[config.mk]
export PLATFORM = sky130hd
export DESIGN_NAME = beacon_table_rssi_averager_core
export DESIGN_NICKNAME = d
export VERILOG_FILES = /design/src/design/btra_pkg.sv /design/src/design/beacon_table_rssi_averager_core.sv /design/src/design/btra_ram.sv
export SDC_FILE = /design/constraint.sdc
export NUM_CORES = 2
export LEC_CHECK = 0
export ABC_AREA = 1
export BUFFER_PORTS_ARGS = -buffer_cell sky130_fd_sc_hd__buf_2
export CORE_MARGIN = 4
export CORE_UTILIZATION = 45
export CTS_BUF_LIST = sky130_fd_sc_hd__clkbuf_8 sky130_fd_sc_hd__clkbuf_16
export CTS_CLUSTER_DIAMETER = 200
export DETAILED_ROUTE_END_ITERATION = 10
export GPL_TIMING_DRIVEN = 1
export SYNTH_ARGS = -nofsm -noshare
export SYNTH_HDL_FRONTEND = slang
export SYNTH_SLANG_ARGS = --single-unit
[constraint.sdc]
create_clock -name clk -period 6.1 [get_ports clk]
set_clock_uncertainty 0.05 [all_clocks]
set_input_delay 0.305 -clock clk [delete_from_list [all_inputs] [get_ports clk]]
set_output_delay 0.305 -clock clk [all_outputs]
set_load 0.005 [all_outputs]
[src/design/btra_pkg.sv]
`timescale 1ns / 1ps
// ----------------------------------------------------------------------------
// btra_pkg: shared types and constants for the beacon RSSI averager
// Table geometry, arithmetic widths, beat payload structs and sequencer states.
// ----------------------------------------------------------------------------
package btra_pkg;

  localparam int TABLE_ENTRIES = 16;
  localparam int WINDOW_LENGTH = 5;

  localparam int ADDR_W     = 48;
  localparam int KIND_W     = 2;
  localparam int RSSI_W     = 8;
  localparam int BYTE_W     = 8;
  localparam int SLOT_NUM_W = 4;
  localparam int CID_W      = 16;

  localparam logic [CID_W-1:0] CID_RESET = 16'hAFAF;

  localparam int SLOT_W     = (TABLE_ENTRIES > 1) ? $clog2(TABLE_ENTRIES) : 1;
  localparam int POS_W      = (WINDOW_LENGTH > 1) ? $clog2(WINDOW_LENGTH) : 1;
  localparam int FILL_W     = $clog2(WINDOW_LENGTH + 1);
  localparam int RING_DEPTH = TABLE_ENTRIES * WINDOW_LENGTH;
  localparam int RING_AW    = (RING_DEPTH > 1) ? $clog2(RING_DEPTH) : 1;

  // Window sum and constant reciprocal for the truncating divide
  localparam int SUM_W   = RSSI_W + $clog2(WINDOW_LENGTH);
  localparam int MAG_W   = SUM_W;
  localparam int DIV_K   = MAG_W + $clog2(WINDOW_LENGTH);
  localparam int RECIP_W = DIV_K + 1;
  localparam int RECIP   = (2 ** DIV_K + WINDOW_LENGTH - 1) / WINDOW_LENGTH;
  localparam int PROD_W  = MAG_W + RECIP_W;

  typedef struct packed {
    logic [ADDR_W-1:0]        device_address;
    logic [KIND_W-1:0]        address_kind;
    logic signed [RSSI_W-1:0] rssi_sample;
    logic                     mfr_present;
    logic [BYTE_W-1:0]        mfr_first;
    logic [BYTE_W-1:0]        mfr_second;
  } rpt_t;

  typedef struct packed {
    logic [ADDR_W-1:0]        out_address;
    logic [KIND_W-1:0]        out_kind;
    logic [SLOT_NUM_W-1:0]    slot_number;
    logic signed [RSSI_W-1:0] average_rssi;
  } avg_t;

  typedef enum logic [5:0] {
    ST_IDLE   = 6'b000001,
    ST_SCAN   = 6'b000010,
    ST_UPDATE = 6'b000100,
    ST_SUM    = 6'b001000,
    ST_MUL    = 6'b010000,
    ST_DONE   = 6'b100000
  } state_t;

endpackage

[src/design/beacon_table_rssi_averager_core.sv]
`timescale 1ns / 1ps
// ----------------------------------------------------------------------------
// beacon_table_rssi_averager_core: per-device RSSI moving-average table
// Filters reports by company identifier, finds or claims a device slot and
// reports the truncated average of that device's last samples.
// ----------------------------------------------------------------------------
// Usage:
//   rpt channel (rpt_valid / rpt_stall / rpt): one advertisement report per
//   beat. rpt_stall is high while a report is being worked on.
//   avg channel (avg_valid / avg_stall / avg): zero or one result per report.
//   A held result does not block the next report; a report that finishes
//   while the previous result is still stalled waits in its last step.
//   cfg channel (cfg_valid / cfg_ready / cfg_data): company identifier,
//   accepted only while the block is idle.
// Flow: a report with the wrong or missing manufacturer bytes is dropped
//   at the accept edge. Otherwise one comparator walks the table one slot a
//   cycle, the update step updates the slot and writes the sample, the sum
//   step reads and adds the window from the sample RAM, the multiply step
//   multiplies by the reciprocal and the last step loads the result; only
//   then is it ready for the next report. A report for an unknown device
//   with the table full is dropped after the scan.
// Reset: all slots free, ring positions and fill counts zero, company
//   identifier 0xAFAF. No clearing pass: fill counts mask unwritten samples.
// ----------------------------------------------------------------------------
module beacon_table_rssi_averager_core
  import btra_pkg::*;
(
  input  logic             clk,
  input  logic             rst,
  input  logic             rpt_valid,
  output logic             rpt_stall,
  input  rpt_t             rpt,
  output logic             avg_valid,
  input  logic             avg_stall,
  output avg_t             avg,
  input  logic             cfg_valid,
  output logic             cfg_ready,
  input  logic [CID_W-1:0] cfg_data
);

  state_t state;

  logic [CID_W-1:0] company_id;
  rpt_t             req;

  // Slot table
  logic [TABLE_ENTRIES-1:0] slot_valid;
  logic [ADDR_W-1:0]        slot_address [TABLE_ENTRIES];
  logic [KIND_W-1:0]        slot_kind    [TABLE_ENTRIES];
  logic [POS_W-1:0]         ring_pos     [TABLE_ENTRIES];
  logic [FILL_W-1:0]        ring_fill    [TABLE_ENTRIES];

  // Scan results
  logic [SLOT_W-1:0] scan_idx;
  logic              hit_found;
  logic [SLOT_W-1:0] hit_slot;
  logic              free_found;
  logic [SLOT_W-1:0] free_slot;

  // Window work
  logic [SLOT_W-1:0]       cur_slot;
  logic [FILL_W-1:0]       cur_fill;
  logic [FILL_W-1:0]       sum_cnt;
  logic signed [SUM_W-1:0] sum;
  logic [PROD_W-1:0]       prod;
  logic                    neg;

  logic rpt_beat;
  logic cid_match;
  logic scan_hit;
  logic scan_free;

  logic                    upd_claim;
  logic                    upd_go;
  logic [SLOT_W-1:0]       upd_slot;
  logic [POS_W-1:0]        pos_rd;
  logic [POS_W-1:0]        pos_use;
  logic [POS_W-1:0]        pos_next;
  logic [FILL_W-1:0]       fill_old;
  logic [FILL_W-1:0]       fill_next;
  logic [RING_AW-1:0]      wr_addr;
  logic [RING_AW-1:0]      rd_addr;
  logic                    rd_en;
  logic signed [RSSI_W-1:0] rd_data;
  logic [FILL_W-1:0]       elem;
  logic [MAG_W-1:0]        mag;
  logic [RSSI_W-1:0]       quot;
  logic                    out_load;

  assign rpt_stall = (state != ST_IDLE);
  assign cfg_ready = (state == ST_IDLE);
  assign rpt_beat  = rpt_valid && !rpt_stall;

  assign cid_match = rpt.mfr_present
                     && (rpt.mfr_first == company_id[BYTE_W-1:0])
                     && (rpt.mfr_second == company_id[CID_W-1:BYTE_W]);

  // Shared comparator: one slot per cycle
  assign scan_hit  = slot_valid[scan_idx]
                     && (slot_address[scan_idx] == req.device_address)
                     && (slot_kind[scan_idx] == req.address_kind);
  assign scan_free = !slot_valid[scan_idx];

  // Slot update decision
  always_comb begin
    upd_claim = !hit_found && free_found;
    upd_go    = hit_found || free_found;
    upd_slot  = hit_found ? hit_slot : free_slot;
    pos_rd    = upd_claim ? '0 : ring_pos[upd_slot];
    fill_old  = upd_claim ? '0 : ring_fill[upd_slot];
    pos_use   = ({1'b0, pos_rd} >= (POS_W + 1)'(WINDOW_LENGTH)) ? '0 : pos_rd;
    pos_next  = (pos_use == POS_W'(WINDOW_LENGTH - 1)) ? '0 : pos_use + 1'b1;
    fill_next = (fill_old == FILL_W'(WINDOW_LENGTH)) ? fill_old : fill_old + 1'b1;
    wr_addr   = RING_AW'(upd_slot) * RING_AW'(WINDOW_LENGTH) + RING_AW'(pos_use);
  end

  // Window read: issue entry sum_cnt, add entry sum_cnt-1 arriving from the RAM
  assign rd_en   = (state == ST_SUM) && (sum_cnt != FILL_W'(WINDOW_LENGTH));
  assign rd_addr = RING_AW'(cur_slot) * RING_AW'(WINDOW_LENGTH) + RING_AW'(sum_cnt);
  assign elem    = sum_cnt - 1'b1;

  assign mag      = sum[SUM_W-1] ? MAG_W'(-sum) : MAG_W'(sum);
  assign quot     = prod[DIV_K +: RSSI_W];
  assign out_load = (state == ST_DONE) && (!avg_valid || !avg_stall);

  btra_ram #(
    .WIDTH (RSSI_W),
    .DEPTH (RING_DEPTH)
  ) u_ring (
    .clk     (clk),
    .wr_en   ((state == ST_UPDATE) && upd_go),
    .wr_addr (wr_addr),
    .wr_data (req.rssi_sample),
    .rd_en   (rd_en),
    .rd_addr (rd_addr),
    .rd_data (rd_data)
  );

  // Sequencer
  always_ff @(posedge clk) begin
    if (rst) begin
      state <= ST_IDLE;
    end else begin
      unique case (state)
        ST_IDLE: begin
          if (rpt_beat && cid_match) begin
            state <= ST_SCAN;
          end
        end
        ST_SCAN: begin
          if (scan_idx == SLOT_W'(TABLE_ENTRIES - 1)) begin
            state <= ST_UPDATE;
          end
        end
        ST_UPDATE: begin
          state <= upd_go ? ST_SUM : ST_IDLE;
        end
        ST_SUM: begin
          if (sum_cnt == FILL_W'(WINDOW_LENGTH)) begin
            state <= ST_MUL;
          end
        end
        ST_MUL: begin
          state <= ST_DONE;
        end
        ST_DONE: begin
          if (out_load) begin
            state <= ST_IDLE;
          end
        end
        default: begin
          state <= ST_IDLE;
        end
      endcase
    end
  end

  always_ff @(posedge clk) begin
    if (rst) begin
      company_id <= CID_RESET;
    end else if (cfg_valid && cfg_ready) begin
      company_id <= cfg_data;
    end
  end

  // Latch the report and walk the table
  always_ff @(posedge clk) begin
    if (rst) begin
      scan_idx   <= '0;
      hit_found  <= 1'b0;
      free_found <= 1'b0;
    end else if (rpt_beat) begin
      scan_idx   <= '0;
      hit_found  <= 1'b0;
      free_found <= 1'b0;
    end else if (state == ST_SCAN) begin
      scan_idx <= scan_idx + 1'b1;
      if (scan_hit && !hit_found) begin
        hit_found <= 1'b1;
      end
      if (scan_free && !free_found) begin
        free_found <= 1'b1;
      end
    end
  end

  always_ff @(posedge clk) begin
    if (rpt_beat) begin
      req <= rpt;
    end
    if (state == ST_SCAN) begin
      if (scan_hit && !hit_found) begin
        hit_slot <= scan_idx;
      end
      if (scan_free && !free_found) begin
        free_slot <= scan_idx;
      end
    end
  end

  // Slot state: valid marks, ring positions and fill counts reset at once
  always_ff @(posedge clk) begin
    if (rst) begin
      slot_valid <= '0;
      for (int i = 0; i < TABLE_ENTRIES; i++) begin
        ring_pos[i]  <= '0;
        ring_fill[i] <= '0;
      end
    end else if ((state == ST_UPDATE) && upd_go) begin
      slot_valid[upd_slot] <= 1'b1;
      ring_pos[upd_slot]   <= pos_next;
      ring_fill[upd_slot]  <= fill_next;
    end
  end

  always_ff @(posedge clk) begin
    if ((state == ST_UPDATE) && upd_claim) begin
      slot_address[upd_slot] <= req.device_address;
      slot_kind[upd_slot]    <= req.address_kind;
    end
  end

  // Window sum and reciprocal multiply
  always_ff @(posedge clk) begin
    if (state == ST_UPDATE) begin
      cur_slot <= upd_slot;
      cur_fill <= fill_next;
      sum_cnt  <= '0;
      sum      <= '0;
    end else if (state == ST_SUM) begin
      sum_cnt <= sum_cnt + 1'b1;
      // Entries beyond the fill count were never written: they count as zero
      if ((sum_cnt != '0) && (elem < cur_fill)) begin
        sum <= sum + SUM_W'(rd_data);
      end
    end
    if (state == ST_MUL) begin
      prod <= PROD_W'(mag) * PROD_W'(RECIP);
      neg  <= sum[SUM_W-1];
    end
  end

  // Result register
  always_ff @(posedge clk) begin
    if (rst) begin
      avg_valid <= 1'b0;
    end else if (out_load) begin
      avg_valid <= 1'b1;
    end else if (!avg_stall) begin
      avg_valid <= 1'b0;
    end
  end

  always_ff @(posedge clk) begin
    if (out_load) begin
      avg.out_address  <= req.device_address;
      avg.out_kind     <= req.address_kind;
      avg.slot_number  <= SLOT_NUM_W'(cur_slot);
      avg.average_rssi <= neg ? -quot : quot;
    end
  end

  // Assertions
  a_valid_sticky: assert property (@(posedge clk) disable iff (rst)
    ((slot_valid & $past(slot_valid)) == $past(slot_valid)))
    else $error("slot valid mark cleared");

  a_result_from_done: assert property (@(posedge clk) disable iff (rst)
    $rose(avg_valid) |-> $past(state == ST_DONE))
    else $error("result raised outside the final step");

  a_sum_range: assert property (@(posedge clk) disable iff (rst)
    (state == ST_MUL) |-> ((sum <= SUM_W'(127 * WINDOW_LENGTH))
                           && (sum >= -SUM_W'(128 * WINDOW_LENGTH))))
    else $error("window sum out of range");

  a_fill_bound: assert property (@(posedge clk) disable iff (rst)
    (state == ST_SUM) |-> ((cur_fill != '0) && (cur_fill <= FILL_W'(WINDOW_LENGTH))))
    else $error("fill count out of range");

endmodule

[src/design/btra_ram.sv]
`timescale 1ns / 1ps
// ----------------------------------------------------------------------------
// btra_ram: generic single-write, single-read RAM
// One write port and one read port with registered read data.
// ----------------------------------------------------------------------------
module btra_ram #(
  parameter int WIDTH = 8,
  parameter int DEPTH = 80
) (
  input  logic                                         clk,
  input  logic                                         wr_en,
  input  logic [((DEPTH > 1) ? $clog2(DEPTH) : 1)-1:0] wr_addr,
  input  logic [WIDTH-1:0]                             wr_data,
  input  logic                                         rd_en,
  input  logic [((DEPTH > 1) ? $clog2(DEPTH) : 1)-1:0] rd_addr,
  output logic [WIDTH-1:0]                             rd_data
);

  logic [WIDTH-1:0] mem [DEPTH];

  always_ff @(posedge clk) begin
    if (wr_en) begin
      mem[wr_addr] <= wr_data;
    end
    if (rd_en) begin
      rd_data <= mem[rd_addr];
    end
  end

endmodule
==> out/qor.csv <==
stage,metric,value,unit
run_status,status,"complete, no violations",
synth,Synth Cell Area,74100,µm²
sta,worst slew pin tran,1.22,ns
sta,"Hold Vio Cnt, Final",0,
setup_path,r2r startpoint,sum[0]$_SDFFE_PN0P_,
synth,main combinational cell family by area after synthesis,simple AND/OR/NAND/NOR gates,
global_route,first-pass GRT wire length,293,mm
setup_path,Crit path buffers/inverters,3,
place,Placer Congestion,0.885,
synth,post-synthesis mux area share,0,%
sta,final setup fails,0,
sta,max frequency,177,MHz
worst_hold_path,Hold Path Class,in2reg,
job,maxcap violations,0,
synth,unique cell type count in the Yosys netlist,56,
setup_path,Worst setup EP type,flip-flop,
setup_path,Critical Path RT,6.59,ns
worst_hold_path,hold endpoint,req[22]$_DFFE_PP_,
synth,Post-Syn Nets,6565,
synth,Compound-Gate Fraction of Synth Area,7.73,%
setup_path,Reg2Reg Depth,20,
cells_and_area,fin nets,6775,
place,input/output buffers,160,
clocking,clk_lat worst skew,0.83,ns
global_route,total track usage,22.7,%
clocking,CTS buffer count,183,
setup_path,critical-path maximum fanout,7,
floorplan,core area,163000,µm²
setup_path,CP arrival,6.12,ns
setup_path,Max stage delay on crit path,0.59,ns
setup_path,critical path's top delay family,adder cells,
sta,minimum clock period,5.64,ns
global_route,largest net degree at the start of global routing,209,
cells_and_area,share of layout cells above drive strength 1,9.00,%
global_route,gr ovfl total,0,
worst_hold_path,hold path depth,2,
synth,simple-gate area share of the yosys netlist,14.6,%
synth,Mapped Cells,6328,
sta,Setup TNS Final,0,ns
global_route,initial antenna violation count,1,
synth,cell with the most instances after synthesis,edfxtp_1,
pwr,Pwr Density,311,nW/µm²
clocking,Num Clock Sinks,1751,
synth,Synth top cells by count,"edfxtp_1 (1,688), nand2_1 (1,114), nor2_1 (904)",
sta,RSZ-0062 raised after global routing,no,
setup_path,CP Class,reg2reg,
clocking,H-tree levels,4,
setup_path,Critical Path Source Type,flip-flop,
sta,Final Max Tran Viols,0,
pwr,VDD IR max,0.000332,V
drt,Avg Vias per Cell,5.49,
place,hpwl dp,111,mm
synth,share of the synthesized area in the top cell type,68.4,%
floorplan,starting density of the core,45.4,%
synth,Synth area leaders,"edfxtp_1 (68%), nand2_1 (5.6%), nor2_1 (4.6%), o21ai_0 (3.7%), nand3_1 (3.3%)",
drt,routed wire length,197,mm
clocking,Clock Tree Buf Depth,3,
drt,DRT iter0 DRCs,5290,
floorplan,Die Wd,414,µm
pwr,leak pwr,30.6,nW
clocking,clk root buf,clkbuf_16,
cells_and_area,Area Growth Syn to Fin,13.5,%
synth,"FFs w/ async S/R, synth",0,%
setup_path,R2R Path End,prod[21]$_DFFE_PP_,
setup_path,R2R Setup Slk,0.46,ns
floorplan,Rows,148,
synth,"Seq/Total Area, Yosys",70.2,%
clocking,CTS tree,yes,
worst_hold_path,hold_sp,rpt[22],
drt,Pre-Repair DR Iteration Count,6,
synth,number of synthesized flops with an enable pin,1688,
synth,cell taking the most area after synthesis,edfxtp_1,
synth,Synth Warn #,0,
synth,Synth Area per Inst,11.7,µm²
drt,vias,48700,
setup_path,worst path cell trace,"inv_1, ha_1, nand2_1, nor3_1, or2_2, xor2_1, ha_1, fa_1, inv_1, fa_1, fa_1, fa_1, inv_1, ha_1, a21oi_1, o21ai_0, o21bai_1, a221oi_1, o21ai_0, xor2_1",
floorplan,die area,171000,µm²
clocking,clk slew on worst S/H paths,0.06,ns
sta,crit share post-route,92.4,%
sta,Worst slew margin,18.6,%
synth,Post-Synth Adder-Cell Area,2.72,%
synth,register bit total from synthesis,1751,
setup_path,cell mode on critical path,fa_1,
floorplan,die height,414,µm
synth,ys flop type,edfxtp_1,
setup_path,slowest CP cell,fa_1,
global_route,vias in the first global route,46600,
floorplan,Ports,161,
drt,DRT antenna net count,0,
cells_and_area,Util after Layout,51.5,%
drt,WL/cell,22.2,µm
cells_and_area,FILL cells,13900,
synth,Synth Area in XOR/XNOR,0.556,%
drt,DRC,0,
what timing repair did:
item                       in CTS  in global routing
resized for setup               0                  2
hold buffers                   96                  0
hold endpoints to repair      103                  0
setup buffers                   0                  0
setup endpoints to repair       0                  3
power breakdown:
group | switching [W] | internal, W | leakage [nW]
clock | 0.00474 | 0.00614 | 3.03
sequential | 0.000190 | 0.0135 | 15.9
combinational | 0.00112 | 0.000463 | 11.8
sequential cells by signal, indices dropped and copies added, names as in the netlist, named ones only:
signal          flops
u_ring.mem        640
slot_address      768
sum_cnt             3
sum                11
scan_idx            4
company_id         16
req                58
prod                8
slot_kind          32
free_found          1
cur_slot            4
slot_valid         16
neg                 1
hit_slot            4
avg                62
cur_fill            3
u_ring.rd_data      8
state               6
free_slot           4
ring_pos           48
hit_found           1
avg_valid           1
ring_fill          48
cells in the final DEF, fill, tap and decap left out, drive strengths merged, types with 33 or more instances in the layout:
cell type    netlist  routed
edfxtp          1688    1688
o21ai            562     562
o211ai            75      75
o221ai            97      97
dlygate4sd3        0      96
o22ai            106     106
ha               108     108
fa                33      33
clkbuf           197     184
nand3            498     498
inv              471     528
nor2             910     910
clkinv             5      76
nand2           1122    1122
dfxtp             63      63
a21oi             81      81
buf              129     255
worst register-to-register path: cells and delay by family, from the launching register on:
kind / cells / cell delay, ns
AO/OA/AOI/OAI: 5 / 0.79
flip-flops: 1 / 0.44
buffers and inverters: 3 / 0.28
AND/OR/NAND/NOR: 3 / 0.45
XOR/XNOR: 2 / 0.46
adder cells (fa/ha/maj): 7 / 2.91
worst max path at each step:
stage | startpoint | to | slack, ns | cells after the start
floorplan | sum[0]$_SDFFE_PN0P_ | prod[21]$_DFFE_PP_ | 0.93 | 20
global placement | sum[0]$_SDFFE_PN0P_ | prod[19]$_DFFE_PP_ | 0.33 | 21
detailed placement | sum[0]$_SDFFE_PN0P_ | prod[19]$_DFFE_PP_ | 0.24 | 21
CTS | sum[0]$_SDFFE_PN0P_ | prod[19]$_DFFE_PP_ | 0.23 | 21
global route | sum[0]$_SDFFE_PN0P_ | prod[19]$_DFFE_PP_ | 0.1 | 21
finish | sum[0]$_SDFFE_PN0P_ | prod[21]$_DFFE_PP_ | 0.46 | 20
cells by family after synthesis:
logic type,count (synthesis)
AND/OR/NAND/NOR,2615
flip-flops,1751
XOR/XNOR,47
buffers and inverters,802
AO/OA/AOI/OAI,972
adder cells (fa/ha/maj),141
per-stage QoR:
step	cell area, µm²	power [W]	instances	setup WS, ns	hold slack, ns
after floorplan	74100	0.0148	6328	0.935	0.334
after global placement	77200	0.0154	8432	0.328	0.387
after detailed placement	77200	0.0154	8432	0.239	0.393
after CTS	84000	0.0263	8862	0.227	0.0569
after global routing	84000	0.0270	8862	0.0972	0.0911
final	84000	0.0261	8863	0.464	0.132
area by class of cell:
type	count	area [µm²]	share of cell area, %
multi-input cells	3775	19100	22.7
diodes	1	2.50	0.00298
flip-flops and latches	1751	52000	61.8
inverters	476	1820	2.17
clock inverters	150	1270	1.51
repair buffers	351	2540	3.02
well taps	2175	2720	3.24
clock buffers	184	4590	5.47
layer usage:
layer  track usage [%]  wire [µm]
met5                 0          0
met4              6.27       4800
met3              4.21      15300
met2              35.2      89900
met1              32.9      86700
No activity file was read; power rests on OpenSTA's default activity.
